[config.mk]
export PLATFORM = sky130hd
export DESIGN_NAME = stable_priority_queue_by_id_flat
export DESIGN_NICKNAME = d
export VERILOG_FILES = /design/src/rtl/spq_pkg.sv /design/src/rtl/spq_req_if.sv /design/src/rtl/spq_rsp_if.sv /design/src/rtl/spq_ram.sv /design/src/rtl/stable_priority_queue_by_id.sv /design/src/flat_wrapper.sv
export SDC_FILE = /design/constraint.sdc
export NUM_CORES = 1
export LEC_CHECK = 0
export BUFFER_PORTS_ARGS = -buffer_cell sky130_fd_sc_hd__buf_4
export CORE_ASPECT_RATIO = 1.1
export CORE_MARGIN = 3
export CORE_UTILIZATION = 39
export CTS_BUF_LIST = sky130_fd_sc_hd__clkbuf_16
export DETAILED_ROUTE_END_ITERATION = 16
export PLACE_DENSITY_LB_ADDON = 0.25
export SYNTH_ARGS = -nofsm -noshare
export SYNTH_HDL_FRONTEND = slang
export SYNTH_SLANG_ARGS = --single-unit
[constraint.sdc]
create_clock -name clk -period 7.1 [get_ports clk]
set_clock_uncertainty 0.1 [all_clocks]
set_input_delay 0.355 -clock clk [delete_from_list [all_inputs] [get_ports clk]]
set_output_delay 0.355 -clock clk [all_outputs]
set_load 0.01 [all_outputs]
[src/rtl/spq_pkg.sv]
// Shared types and constants for the stable priority queue.
`default_nettype none
package spq_pkg;

    localparam int ID_W  = 16;
    localparam int PRI_W = 2;
    localparam int OCC_W = 5;

    typedef enum logic [1:0] {
        MODE_INSERT = 2'd0,
        MODE_ADMIT  = 2'd1,
        MODE_UPDATE = 2'd2,
        MODE_REMOVE = 2'd3
    } mode_t;

    typedef enum logic [1:0] {
        STAT_OK        = 2'd0,
        STAT_EMPTY     = 2'd1,
        STAT_NOT_FOUND = 2'd2,
        STAT_FULL      = 2'd3
    } status_t;

endpackage
`default_nettype wire

[src/rtl/spq_req_if.sv]
// Request channel: operation code, identifier and priority.
`default_nettype none
interface spq_req_if;
    logic                         valid;
    logic                         ready;
    spq_pkg::mode_t               mode;
    logic [spq_pkg::ID_W-1:0]     item_id;
    logic [spq_pkg::PRI_W-1:0]    priority_req;

    modport source (output valid, output mode, output item_id, output priority_req,
                    input ready);
    modport sink   (input valid, input mode, input item_id, input priority_req,
                    output ready);
endinterface
`default_nettype wire

[src/rtl/spq_rsp_if.sv]
// Response channel: status, popped entry and occupancy.
`default_nettype none
interface spq_rsp_if;
    logic                         valid;
    logic                         ready;
    spq_pkg::status_t             status;
    logic [spq_pkg::ID_W-1:0]     out_id;
    logic [spq_pkg::PRI_W-1:0]    out_priority;
    logic [spq_pkg::OCC_W-1:0]    occupancy;

    modport source (output valid, output status, output out_id, output out_priority,
                    output occupancy, input ready);
    modport sink   (input valid, input status, input out_id, input out_priority,
                    input occupancy, output ready);
endinterface
`default_nettype wire

[src/rtl/spq_ram.sv]
// Generic simple dual-port RAM with registered read.
`default_nettype none
module spq_ram #(
    parameter int WIDTH = 18,
    parameter int DEPTH = 16
) (
    input  wire logic                     clk,
    input  wire logic                     wr_en,
    input  wire logic [$clog2(DEPTH)-1:0] wr_addr,
    input  wire logic [WIDTH-1:0]         wr_data,
    input  wire logic                     rd_en,
    input  wire logic [$clog2(DEPTH)-1:0] rd_addr,
    output logic      [WIDTH-1:0]         rd_data
);

    logic [WIDTH-1:0] mem [DEPTH];

    always_ff @(posedge clk)
    begin
        if (wr_en)
        begin
            mem[wr_addr] <= wr_data;
        end
        if (rd_en)
        begin
            rd_data <= mem[rd_addr];
        end
    end

endmodule
`default_nettype wire

[src/rtl/stable_priority_queue_by_id.sv]
// Stable priority queue kept as an ordered list in one RAM.
//
//  channel | dir | fields                                   | word accepted
//  req     | in  | mode, item_id, priority_req              | valid && ready
//  rsp     | out | status, out_id, out_priority, occupancy  | valid && ready
//
// One operation at a time. Each one not refused streams the list through the RAM
// read port from the head, one entry per cycle, rewriting shifted entries behind
// the read: insert runs one slot past the tail, admit/remove to the tail, update
// to its match or the tail. Refused operations (full, empty) skip the scan.
// Reset clears the entry count; list contents need no clearing.
// A response held by rsp stall lets the next word in; it waits only to finish.
`default_nettype none
module stable_priority_queue_by_id #(
    parameter int CAPACITY = 16,
    parameter int ID_BITS  = 16
) (
    input  wire logic  clk,
    input  wire logic  rst_n,
    spq_req_if.sink    req,
    spq_rsp_if.source  rsp
);

    localparam int IDX_W  = $clog2(CAPACITY);
    localparam int CNT_W  = $clog2(CAPACITY + 1);
    localparam int KEEP_W = (ID_BITS < spq_pkg::ID_W) ? ID_BITS : spq_pkg::ID_W;
    localparam int ENT_W  = KEEP_W + spq_pkg::PRI_W;

    typedef enum logic [1:0] {
        S_IDLE,
        S_SCAN,
        S_FINISH
    } state_t;

    state_t                     state_reg;
    logic [CNT_W-1:0]           count_reg;
    spq_pkg::mode_t             mode_reg;
    logic [KEEP_W-1:0]          key_reg;
    logic [spq_pkg::PRI_W-1:0]  pri_reg;
    logic [IDX_W-1:0]           last_reg;
    logic [IDX_W-1:0]           issue_reg;
    logic                       issue_done_reg;
    logic                       p_valid_reg;
    logic [IDX_W-1:0]           p_idx_reg;
    logic                       hit_reg;
    logic [ENT_W-1:0]           hold_reg;
    spq_pkg::status_t           res_status_reg;
    logic [KEEP_W-1:0]          res_id_reg;
    logic [spq_pkg::PRI_W-1:0]  res_pri_reg;
    logic                       out_valid_reg;
    spq_pkg::status_t           out_status_reg;
    logic [spq_pkg::ID_W-1:0]   out_id_reg;
    logic [spq_pkg::PRI_W-1:0]  out_pri_reg;
    logic [spq_pkg::OCC_W-1:0]  out_occ_reg;

    logic                       rd_en;
    logic [ENT_W-1:0]           rd_data;
    logic                       wr_en;
    logic [IDX_W-1:0]           wr_addr;
    logic [ENT_W-1:0]           wr_data;
    logic [KEEP_W-1:0]          d_key;
    logic [spq_pkg::PRI_W-1:0]  d_pri;
    logic                       proc;
    logic                       is_last;
    logic                       at_end;
    logic                       match;
    logic                       place;
    logic                       accept;

    spq_ram #(
        .WIDTH (ENT_W),
        .DEPTH (CAPACITY)
    ) u_list (
        .clk     (clk),
        .wr_en   (wr_en),
        .wr_addr (wr_addr),
        .wr_data (wr_data),
        .rd_en   (rd_en),
        .rd_addr (issue_reg),
        .rd_data (rd_data)
    );

    assign req.ready        = (state_reg == S_IDLE);
    assign accept           = req.valid && req.ready;
    assign rsp.valid        = out_valid_reg;
    assign rsp.status       = out_status_reg;
    assign rsp.out_id       = out_id_reg;
    assign rsp.out_priority = out_pri_reg;
    assign rsp.occupancy    = out_occ_reg;

    assign rd_en   = (state_reg == S_SCAN) && !issue_done_reg;
    assign d_key   = rd_data[ENT_W-1:spq_pkg::PRI_W];
    assign d_pri   = rd_data[spq_pkg::PRI_W-1:0];
    assign proc    = (state_reg == S_SCAN) && p_valid_reg;
    assign is_last = (p_idx_reg == last_reg);
    // one past the tail: only reached by insert
    assign at_end  = (CNT_W'(p_idx_reg) == count_reg);
    assign match   = (mode_reg == spq_pkg::MODE_ADMIT) ? (p_idx_reg == '0)
                                                       : (d_key == key_reg);
    assign place   = !hit_reg && (at_end || (d_pri > pri_reg));

    always_comb
    begin
        wr_en   = 1'b0;
        wr_addr = p_idx_reg;
        wr_data = {key_reg, pri_reg};
        if (proc)
        begin
            unique case (mode_reg)
                spq_pkg::MODE_INSERT:
                begin
                    if (place)
                    begin
                        wr_en = 1'b1;
                    end
                    else if (hit_reg)
                    begin
                        wr_en   = 1'b1;
                        wr_data = hold_reg;
                    end
                end
                spq_pkg::MODE_ADMIT, spq_pkg::MODE_REMOVE:
                begin
                    // close the gap: entry moves down one slot
                    if (hit_reg)
                    begin
                        wr_en   = 1'b1;
                        wr_addr = p_idx_reg - IDX_W'(1);
                        wr_data = rd_data;
                    end
                end
                spq_pkg::MODE_UPDATE:
                begin
                    if (match)
                    begin
                        wr_en   = 1'b1;
                        wr_data = {d_key, pri_reg};
                    end
                end
                default:
                begin
                    wr_en = 1'b0;
                end
            endcase
        end
    end

    always_ff @(posedge clk or negedge rst_n)
    begin
        if (!rst_n)
        begin
            state_reg      <= S_IDLE;
            count_reg      <= '0;
            issue_done_reg <= 1'b0;
            p_valid_reg    <= 1'b0;
            hit_reg        <= 1'b0;
            out_valid_reg  <= 1'b0;
        end
        else
        begin
            p_valid_reg <= rd_en;
            p_idx_reg   <= issue_reg;
            if (rd_en)
            begin
                issue_reg <= issue_reg + IDX_W'(1);
                if (issue_reg == last_reg)
                begin
                    issue_done_reg <= 1'b1;
                end
            end

            // the finish state reloads the output word itself
            if (rsp.ready && (state_reg != S_FINISH))
            begin
                out_valid_reg <= 1'b0;
            end

            unique case (state_reg)
                S_IDLE:
                begin
                    if (accept)
                    begin
                        mode_reg       <= req.mode;
                        key_reg        <= KEEP_W'(req.item_id);
                        pri_reg        <= req.priority_req;
                        hit_reg        <= 1'b0;
                        issue_reg      <= '0;
                        issue_done_reg <= 1'b0;
                        res_status_reg <= spq_pkg::STAT_OK;
                        res_id_reg     <= '0;
                        res_pri_reg    <= '0;
                        if (req.mode == spq_pkg::MODE_INSERT)
                        begin
                            if (count_reg == CNT_W'(CAPACITY))
                            begin
                                res_status_reg <= spq_pkg::STAT_FULL;
                                state_reg      <= S_FINISH;
                            end
                            else
                            begin
                                last_reg  <= IDX_W'(count_reg);
                                state_reg <= S_SCAN;
                            end
                        end
                        else if (count_reg == '0)
                        begin
                            res_status_reg <= (req.mode == spq_pkg::MODE_UPDATE)
                                              ? spq_pkg::STAT_NOT_FOUND
                                              : spq_pkg::STAT_EMPTY;
                            state_reg      <= S_FINISH;
                        end
                        else
                        begin
                            last_reg  <= IDX_W'(count_reg - CNT_W'(1));
                            state_reg <= S_SCAN;
                        end
                    end
                end
                S_SCAN:
                begin
                    if (proc)
                    begin
                        unique case (mode_reg)
                            spq_pkg::MODE_INSERT:
                            begin
                                if (place || hit_reg)
                                begin
                                    hold_reg <= rd_data;
                                    hit_reg  <= 1'b1;
                                end
                                if (is_last)
                                begin
                                    count_reg <= count_reg + CNT_W'(1);
                                    state_reg <= S_FINISH;
                                end
                            end
                            spq_pkg::MODE_ADMIT, spq_pkg::MODE_REMOVE:
                            begin
                                if (!hit_reg && match)
                                begin
                                    hit_reg     <= 1'b1;
                                    res_id_reg  <= d_key;
                                    res_pri_reg <= d_pri;
                                end
                                if (is_last)
                                begin
                                    if (hit_reg || match)
                                    begin
                                        count_reg <= count_reg - CNT_W'(1);
                                    end
                                    else
                                    begin
                                        res_status_reg <= spq_pkg::STAT_NOT_FOUND;
                                    end
                                    state_reg <= S_FINISH;
                                end
                            end
                            spq_pkg::MODE_UPDATE:
                            begin
                                if (match)
                                begin
                                    state_reg <= S_FINISH;
                                end
                                else if (is_last)
                                begin
                                    res_status_reg <= spq_pkg::STAT_NOT_FOUND;
                                    state_reg      <= S_FINISH;
                                end
                            end
                            default:
                            begin
                                state_reg <= S_FINISH;
                            end
                        endcase
                    end
                end
                S_FINISH:
                begin
                    if (!out_valid_reg || rsp.ready)
                    begin
                        out_valid_reg  <= 1'b1;
                        out_status_reg <= res_status_reg;
                        out_id_reg     <= spq_pkg::ID_W'(res_id_reg);
                        out_pri_reg    <= res_pri_reg;
                        out_occ_reg    <= spq_pkg::OCC_W'(count_reg);
                        state_reg      <= S_IDLE;
                    end
                end
                default:
                begin
                    state_reg <= S_IDLE;
                end
            endcase
        end
    end

endmodule
`default_nettype wire

[src/flat_wrapper.sv]
// flat-port wrapper written by rule: the top's interface ports become plain ports
module stable_priority_queue_by_id_flat 
#(
    parameter int CAPACITY = 16,
    parameter int ID_BITS  = 16
)
  (clk, rst_n, req_valid, req_mode, req_item_id, req_priority_req, req_ready, rsp_valid, rsp_status, rsp_out_id, rsp_out_priority, rsp_occupancy, rsp_ready);
  spq_req_if req_i ();
  spq_rsp_if rsp_i ();
  input  wire logic clk;
  input  wire logic rst_n;
  input wire logic [$bits(req_i.valid)-1:0] req_valid;
  input wire logic [$bits(req_i.mode)-1:0] req_mode;
  input wire logic [$bits(req_i.item_id)-1:0] req_item_id;
  input wire logic [$bits(req_i.priority_req)-1:0] req_priority_req;
  output wire logic [$bits(req_i.ready)-1:0] req_ready;
  output wire logic [$bits(rsp_i.valid)-1:0] rsp_valid;
  output wire logic [$bits(rsp_i.status)-1:0] rsp_status;
  output wire logic [$bits(rsp_i.out_id)-1:0] rsp_out_id;
  output wire logic [$bits(rsp_i.out_priority)-1:0] rsp_out_priority;
  output wire logic [$bits(rsp_i.occupancy)-1:0] rsp_occupancy;
  input wire logic [$bits(rsp_i.ready)-1:0] rsp_ready;
  assign req_i.valid = req_valid;
  assign req_i.mode = req_mode;
  assign req_i.item_id = req_item_id;
  assign req_i.priority_req = req_priority_req;
  assign req_ready = req_i.ready;
  assign rsp_valid = rsp_i.valid;
  assign rsp_status = rsp_i.status;
  assign rsp_out_id = rsp_i.out_id;
  assign rsp_out_priority = rsp_i.out_priority;
  assign rsp_occupancy = rsp_i.occupancy;
  assign rsp_i.ready = rsp_ready;
  stable_priority_queue_by_id #(.CAPACITY(CAPACITY), .ID_BITS(ID_BITS)) u_core (.clk(clk), .rst_n(rst_n), .req(req_i), .rsp(rsp_i));
endmodule
==> out/metrics.cfg, run 1 <==
[sta]
drv_slew=0
finalSetupTns_ns=0
final_hold_viol_count=0
fin_crit_sh_pct=55.8
worst_pin_slew_ns=1.33
setup_viol=0
fmax_mhz=252
rsz0062_at_grt=false
fin_crit_ns=3.96
slew_headroom_pct=11.2

[cells_and_area]
area_growth_pct=15.4
fillers=3544
register_area_sq_mm=0.0123
drive_gt1_share_pct=25.8
multi_input_area_sq_mm=0.00411
nNetsFinal=1010
diodes=0
largest_reg_flops=288

[detailed_routing]
drtPass1Iterations=5
avgRoutedWirePerCell_um=23.5
via_count=8472
wl_mm=36.9
routed_via_density=5.39
final_antenna_net_count=0
drt_iter0_markers=809
drc=0

[floorplanning]
io_pins=51
die_w_um=203
initial_core_util_pct=40.1
dieArea_sq_mm=0.0454
rows=78
core_sq_mm=0.0418
die_y_um=223

[global_route]
grt_max_degree=73
grt_first_pass_wirelength_mm=55.8
grt_pass1_vias=8804
grt_use_total_pct=16.4
antenna_found_initial=0
grt.overflow.total=0

[hold_path]
hp-class=in -> reg
hold_depth=3

[yosys]
syn_area_sq_mm=0.0167
synth_mux_area_share_pct=12.4
synth-edff-count=401
synth_xor_area_share_pct=2.20
synth_compound_area_share_pct=4.89
synth_fa_ha_area_share_pct=0.449
ys.flop_type=edfxtp_1
synth_top_family_by_area=multiplexers
synth_warnings=0
synthArstFlopShare_pct=2.67
netlist_instances=891
synth-seq-area-share_pct=73.6
synth.distinct_cells=55
synth_seq_cells=412
syn_nets=921
synthSimpleGateAreaFrac_pct=4.16
postSynthAreaPerCell_sq_um=18.8

[clocking]
clock_latency_ns=0.55
htreeDepth=2
cts.path.max_buffers=3
postCtsSetupRepairBufs=0
cts_resized=0
cts_made_buffers=42
hold_buffers=21
cts_tree=done
clkSlewWorstSetupHoldPaths_ns=0.06
clock_sinks=412
root_buffer=clkbuf_16

[setup_path]
end_kind=register
crit_fanout=25
crit_type=reg -> reg
crit_path_start_kind=register
reg2reg_depth=6
cp.required_ns=7.16
cp.arrival_ns=4.02

[pwr]
p_total_w=0.00766
p_comb_share_pct=28.1
switching_power_w=0.00235
netSwitchingFraction_pct=30.6
p_per_area_mw_per_mm2=397
power_leakage_nw=6.27
power.share.clock_pct=27.0
seqPwrFrac_pct=44.9
worst_ir_drop_vdd_v=0.000206
p_int_w=0.00531

[placement]
port_buffers=50
gp_congestion=0.769
dpl.hpwl_mm=21.1

[job]
cap_violations=0

[run_status]
run_status=complete, no violations

## cells in the final DEF (no fill, tap or decap), types with 4 or more instances in the layout
cell type | Yosys | layout
a21oi_1 | 26 | 25
a22oi_1 | 4 | 4
a31oi_1 | 18 | 18
and3_1 | 8 | 8
buf_4 | 6 | 75
clkbuf_16 | 0 | 43
clkinv_1 | 0 | 10
clkinv_2 | 0 | 7
dfrtp_1 | 11 | 11
dlygate4sd3_1 | 0 | 21
edfxtp_1 | 401 | 401
ha_1 | 6 | 6
inv_1 | 29 | 39
mux4_2 | 90 | 90
nand2_1 | 30 | 30
nand2b_1 | 18 | 18
nand3_1 | 5 | 5
nor2_1 | 53 | 36
nor2_2 | 1 | 13
nor2_4 | 1 | 6
nor3_1 | 7 | 7
o21ai_0 | 14 | 14
o221ai_1 | 6 | 6
o221ai_2 | 10 | 10
o22ai_1 | 17 | 17
xnor2_1 | 14 | 14
xor2_1 | 28 | 28
## power by group through the flow
stage | registers, W | logic [W] | clock network [W]
after floorplan | 0.00341 | 0.00158 | 0
after global placement | 0.00348 | 0.00215 | 0
after detailed placement | 0.00349 | 0.00217 | 0
after CTS | 0.00344 | 0.00219 | 0.00212
after global routing | 0.00347 | 0.00235 | 0.00223
final | 0.00344 | 0.00215 | 0.00207
## layer usage
layer	vias to the layer above	part of all wire, %	track usage [%]
li1	3761	-	-
met1	4406	43	23.0
met2	244	49	26.6
met3	61	5.5	2.70
met4	0	2.3	5.04
met5	-	0	0
## cell usage after synthesis, drive strengths merged (2+ instances only)
library cell	instances	area, sq um
edfxtp	401	12000
mux4	90	2030
nor2	55	216
buf	30	186
inv	30	113
nand2	30	113
xor2	28	245
a21oi	26	130
clkbuf	21	78.8
a31oi	18	113
nand2b	18	113
o22ai	17	106
o221ai	16	203
o21ai	15	75.1
xnor2	14	123
dfrtp	11	275
and3	8	50.1
nand3	7	52.6
nor3	7	35.0
ha	6	75.1
a22oi	4	30.0
mux2	3	33.8
nor2b	3	18.8
nor4	3	18.8
o311ai	3	26.3
o31ai	3	22.5
a32o	2	20.0
a32oi	2	17.5
and2	2	12.5
mux2i	2	20.0
nor3b	2	15.0
## final timing paths
check                                                   start  slack [ns]                                end
setup / recovery                 u_core.mode_reg[1]$_DFFE_PP_        3.14  u_core.u_list.mem[1][2]$_DFFE_PP_
hold / removal                                      rsp_ready        0.04         u_core.rsp.valid$_DFF_PN0_
setup reg to reg                 u_core.mode_reg[1]$_DFFE_PP_        3.14  u_core.u_list.mem[1][2]$_DFFE_PP_
hold reg to reg            u_core.res_id_reg[7]$_SDFFCE_PN0P_        0.32     u_core.rsp.out_id[7]$_DFFE_PP_
max in group asynchronous                               rst_n        6.50    u_core.count_reg[0]$_DFFE_PN0P_
min in group asynchronous                               rst_n        0.15    u_core.count_reg[3]$_DFFE_PN0P_
## kinds of logic after synthesis
logic type / after synthesis
DFF: 412
and+or+nand+nor: 141
muxes: 95
buffers and inverters: 81
adders and majority gates: 6
AOI/OAI and AO/OA: 114
xor gates and xnor gates: 42
## stage by stage
| step | setup WS, ns | area, sq um | hold WS (ns) | instances | utilization (%) |
|---|---|---|---|---|---|
| after floorplan | 4.12 | 16700 | -0.0406 | 891 | - |
| after global placement | 3.31 | 17800 | 0.168 | 1475 | 42.6 |
| after detailed placement | 3.19 | 17800 | 0.173 | 1475 | 42.6 |
| after CTS | 3.19 | 19300 | 0.0120 | 1572 | 46.2 |
| after global routing | 2.85 | 19300 | 0.0729 | 1572 | 46.2 |
| final | 3.14 | 19300 | 0.0387 | 1572 | 46.2 |
## layout make-up
| class | count | share of cell area, % |
|---|---|---|
| multi-input combinational | 398 | 21.3 |
| inverter | 30 | 0.583 |
| timing repair buffer | 96 | 4.01 |
| tap | 560 | 3.63 |
| clock buffer | 43 | 5.57 |
| clock inverter | 33 | 1.13 |
| sequential | 412 | 63.8 |
## worst max-delay path: stages, from the launching register on
cell       delay [ns]
edfxtp_1         0.45
inv_2            0.21
a2111oi_2        0.45
nand3_2          0.16
nor2_4           0.64
nand3_4          0.43
o221ai_1         1.12
(Power assumes the default switching activity.)
==> run 2: changes to the inputs <==
clock period = 3.9 ns   (was 7.1 ns; I/O delays follow)
==> run 2 against run 1 <==
Critical endpoint is now u_core.u_list.mem[6][4]$_DFFE_PP_. Worst hold slack improved by 0.22 ns. Highest routed layer unchanged. Routed wire length shrank 2.1%. Non-clock buffer count rose by 21. Count of clock-buffer cells in the layout did not move.
==> out/metrics.cfg, run 2 (same netlist as run 1, synthesis figures left out) <==
[sta]
worst_pin_slew_ns=1.16  ; was 1.33 ns
final.setup.worst_slack_ns=0.828  ; was 3.14 ns
fin_crit_sh_pct=78.8  ; was 55.8%
slew_headroom_pct=22.7  ; was 11.2%
finalSetupTns_ns=0  ; unchanged
drv_slew=0  ; unchanged
hold_slack_ns=0.260  ; was 0.0387 ns
setup_viol=0  ; unchanged
fmax_mhz=326  ; was 252 MHz
final_hold_viol_count=0  ; unchanged
rsz0062_at_grt=false  ; unchanged
fin_crit_ns=3.07  ; was 3.96 ns

[setup_path]
cp_cell_sequence=xor2_1, nor4_1, nand3_1, o21ai_1, nand3_1, nor2_2, buf_4  ; was inv_2, a2111oi_2, nand3_2, nor2_4, nand3_4, o221ai_1
cp_common_cell=nand3_1
crit_path_start_kind=register  ; unchanged
cp_top_family=simple AND/OR/NAND/NOR gates  ; was compound AO/OA/AOI/OAI gates
cp.required_ns=4.05  ; was 7.16 ns
crit_type=reg -> reg  ; unchanged
r2r-start=u_core.key_reg[13]$_DFFE_PP_  ; was u_core.mode_reg[1]$_DFFE_PP_
crit_slowest_cell=nor2_2  ; was o221ai_1
slowest_delay_ns=0.44  ; was 1.12 ns
crit_fanout=13  ; was 25
crit_start=u_core.key_reg[13]$_DFFE_PP_  ; was u_core.mode_reg[1]$_DFFE_PP_
cp.arrival_ns=3.22  ; was 4.02 ns
path_buf_inv=1  ; unchanged
end_kind=register  ; unchanged

[cells_and_area]
layout_common_cells=edfxtp_1 (401), buf_4 (91), mux4_2 (90)  ; was edfxtp_1 (401), mux4_2 (90), buf_4 (75)
drive_gt1_share_pct=26.9  ; was 25.8%
nNetsFinal=1032  ; was 1,010
diodes=0  ; unchanged
layout_commonest_cell=edfxtp_1  ; unchanged
largest_reg_flops=288  ; unchanged
final_util_pct=46.6  ; was 46.2%
area_growth_pct=16.3  ; was 15.4%

[detailed_routing]
avgRoutedWirePerCell_um=22.7  ; was 23.5 um
drc=0  ; unchanged
drtPass1Iterations=5  ; unchanged
routed_via_density=5.35  ; was 5.39
wl_mm=36.1  ; was 36.9 mm
via_count=8524  ; was 8,472
drt_iter0_markers=713  ; was 809
final_antenna_net_count=0  ; unchanged

[floorplanning]
die_w_um=203  ; unchanged
die_y_um=223  ; unchanged
dieArea_sq_mm=0.0454  ; unchanged
rows=78  ; unchanged
initial_core_util_pct=40.1  ; unchanged
io_pins=51  ; unchanged
core_sq_mm=0.0418  ; unchanged

[global_route]
grt_pass1_vias=8592  ; was 8,804
grt_max_degree=78  ; was 73
grt_use_total_pct=16.0  ; was 16.4%
antenna_found_initial=0  ; unchanged
grt_first_pass_wirelength_mm=55.0  ; was 55.8 mm
grt.overflow.total=0  ; unchanged

[clocking]
clock_latency_ns=0.56  ; was 0.55 ns
root_buffer=clkbuf_16  ; unchanged
clock_sinks=412  ; unchanged
postCtsSetupRepairBufs=0  ; unchanged
cts_tree=done  ; unchanged
cts_resized=0  ; unchanged
clkSlewWorstSetupHoldPaths_ns=0.06  ; about the same
cts.path.max_buffers=3  ; unchanged
cts_made_buffers=43  ; was 42
htreeDepth=2  ; unchanged

[hold_path]
min_from=req_item_id[8]  ; was rsp_ready
hp-class=in -> reg  ; unchanged

[job]
cap_violations=0  ; unchanged

[placement]
dpl.hpwl_mm=22.5  ; was 21.1 mm
gp_congestion=0.783  ; was 0.769
pre_cts_slack_ns=0.812  ; was 3.19 ns
port_buffers=50  ; unchanged

[run_status]
run_status=complete, no violations  ; unchanged

[pwr]
power_leakage_nw=6.39  ; was 6.27 nW
p_per_area_mw_per_mm2=725  ; was 397 mW/mm^2
worst_ir_drop_vdd_v=0.000401  ; was 0.000206 V

## run 2: cell count changes in the layout (fill, tap and decap cells not counted)
cell and change:
inv_16 +2, clkinvlp_4 -2, inv_6 +1, nor2_2 +5, inv_1 +1, dlygate4sd3_1 +3
clkinv_8 -2, nor2_4 -5, buf_4 +16, bufinv_16 -1, clkinv_4 +1, buf_12 +2
## run 2: repair_timing
action,CTS,global route
hold buffers,24,0
endpoints found under the hold margin,42,0
endpoints found under the setup margin,0,0
## run 2: worst paths after layout
kind | endpoint | slack (ns) | cells past startpoint
max | u_core.u_list.mem[6][4]$_DFFE_PP_ | 0.83 | 7
min | u_core.key_reg[8]$_DFFE_PP_ | 0.26 | 2
max reg2reg | u_core.u_list.mem[6][4]$_DFFE_PP_ | 0.83 | 7
min reg2reg | u_core.rsp.out_priority[0]$_DFFE_PP_ | 0.32 | 0
max in group asynchronous | u_core.state_reg[1]$_DFFE_PN0P_ | 2.53 | 3
min in group asynchronous | u_core.p_valid_reg$_DFF_PN0_ | 0.79 | 3
## run 2: stage by stage
stage / power [W] / instance area (sq um) / cells
6_report: 0.0141 / 19500 / 1593
5_1_grt: 0.0148 / 19500 / 1593
4_1_cts: 0.0143 / 19500 / 1593
3_5_place_dp: 0.0105 / 17900 / 1493
3_3_place_gp: 0.0104 / 17900 / 1493
2_1_floorplan: 0.00908 / 16700 / 891
## run 2: worst register-to-register path: stages, from the launching register on
cell and delay [ns]:
edfxtp_1 0.42, xor2_1 0.19, nor4_1 0.38, nand3_1 0.26, o21ai_1 0.28, nand3_1 0.39, nor2_2 0.44, buf_4 0.30
## run 2: cell type report
type / count / area, sq um
Multi-Input combinational cell: 398 / 4080
Fill cell: 3533 / 22300
Clock buffer: 43 / 1080
Sequential cell: 412 / 12300
Timing Repair Buffer: 117 / 963
Tap cell: 560 / 701
Inverter: 30 / 113
Clock inverter: 33 / 201
## run 2: power by group
part	total [W]	switching (W)	internal, W	leakage (nW)
registers	0.00627	0.000313	0.00596	3.77
clock network	0.00373	0.00165	0.00208	0.674
logic	0.00410	0.00244	0.00166	1.95
## run 2: layer usage
layer | global-route usage (%) | up-vias | part of all wire [%] | routed length [um]
li1 | - | 3799 | - | -
met1 | 23.9 | 4423 | 46 | 16700
met2 | 24.4 | 249 | 46 | 16700
met3 | 2.80 | 53 | 5.6 | 2010
met4 | 4.33 | 0 | 2.1 | 751
met5 | 0 | - | 0 | 0
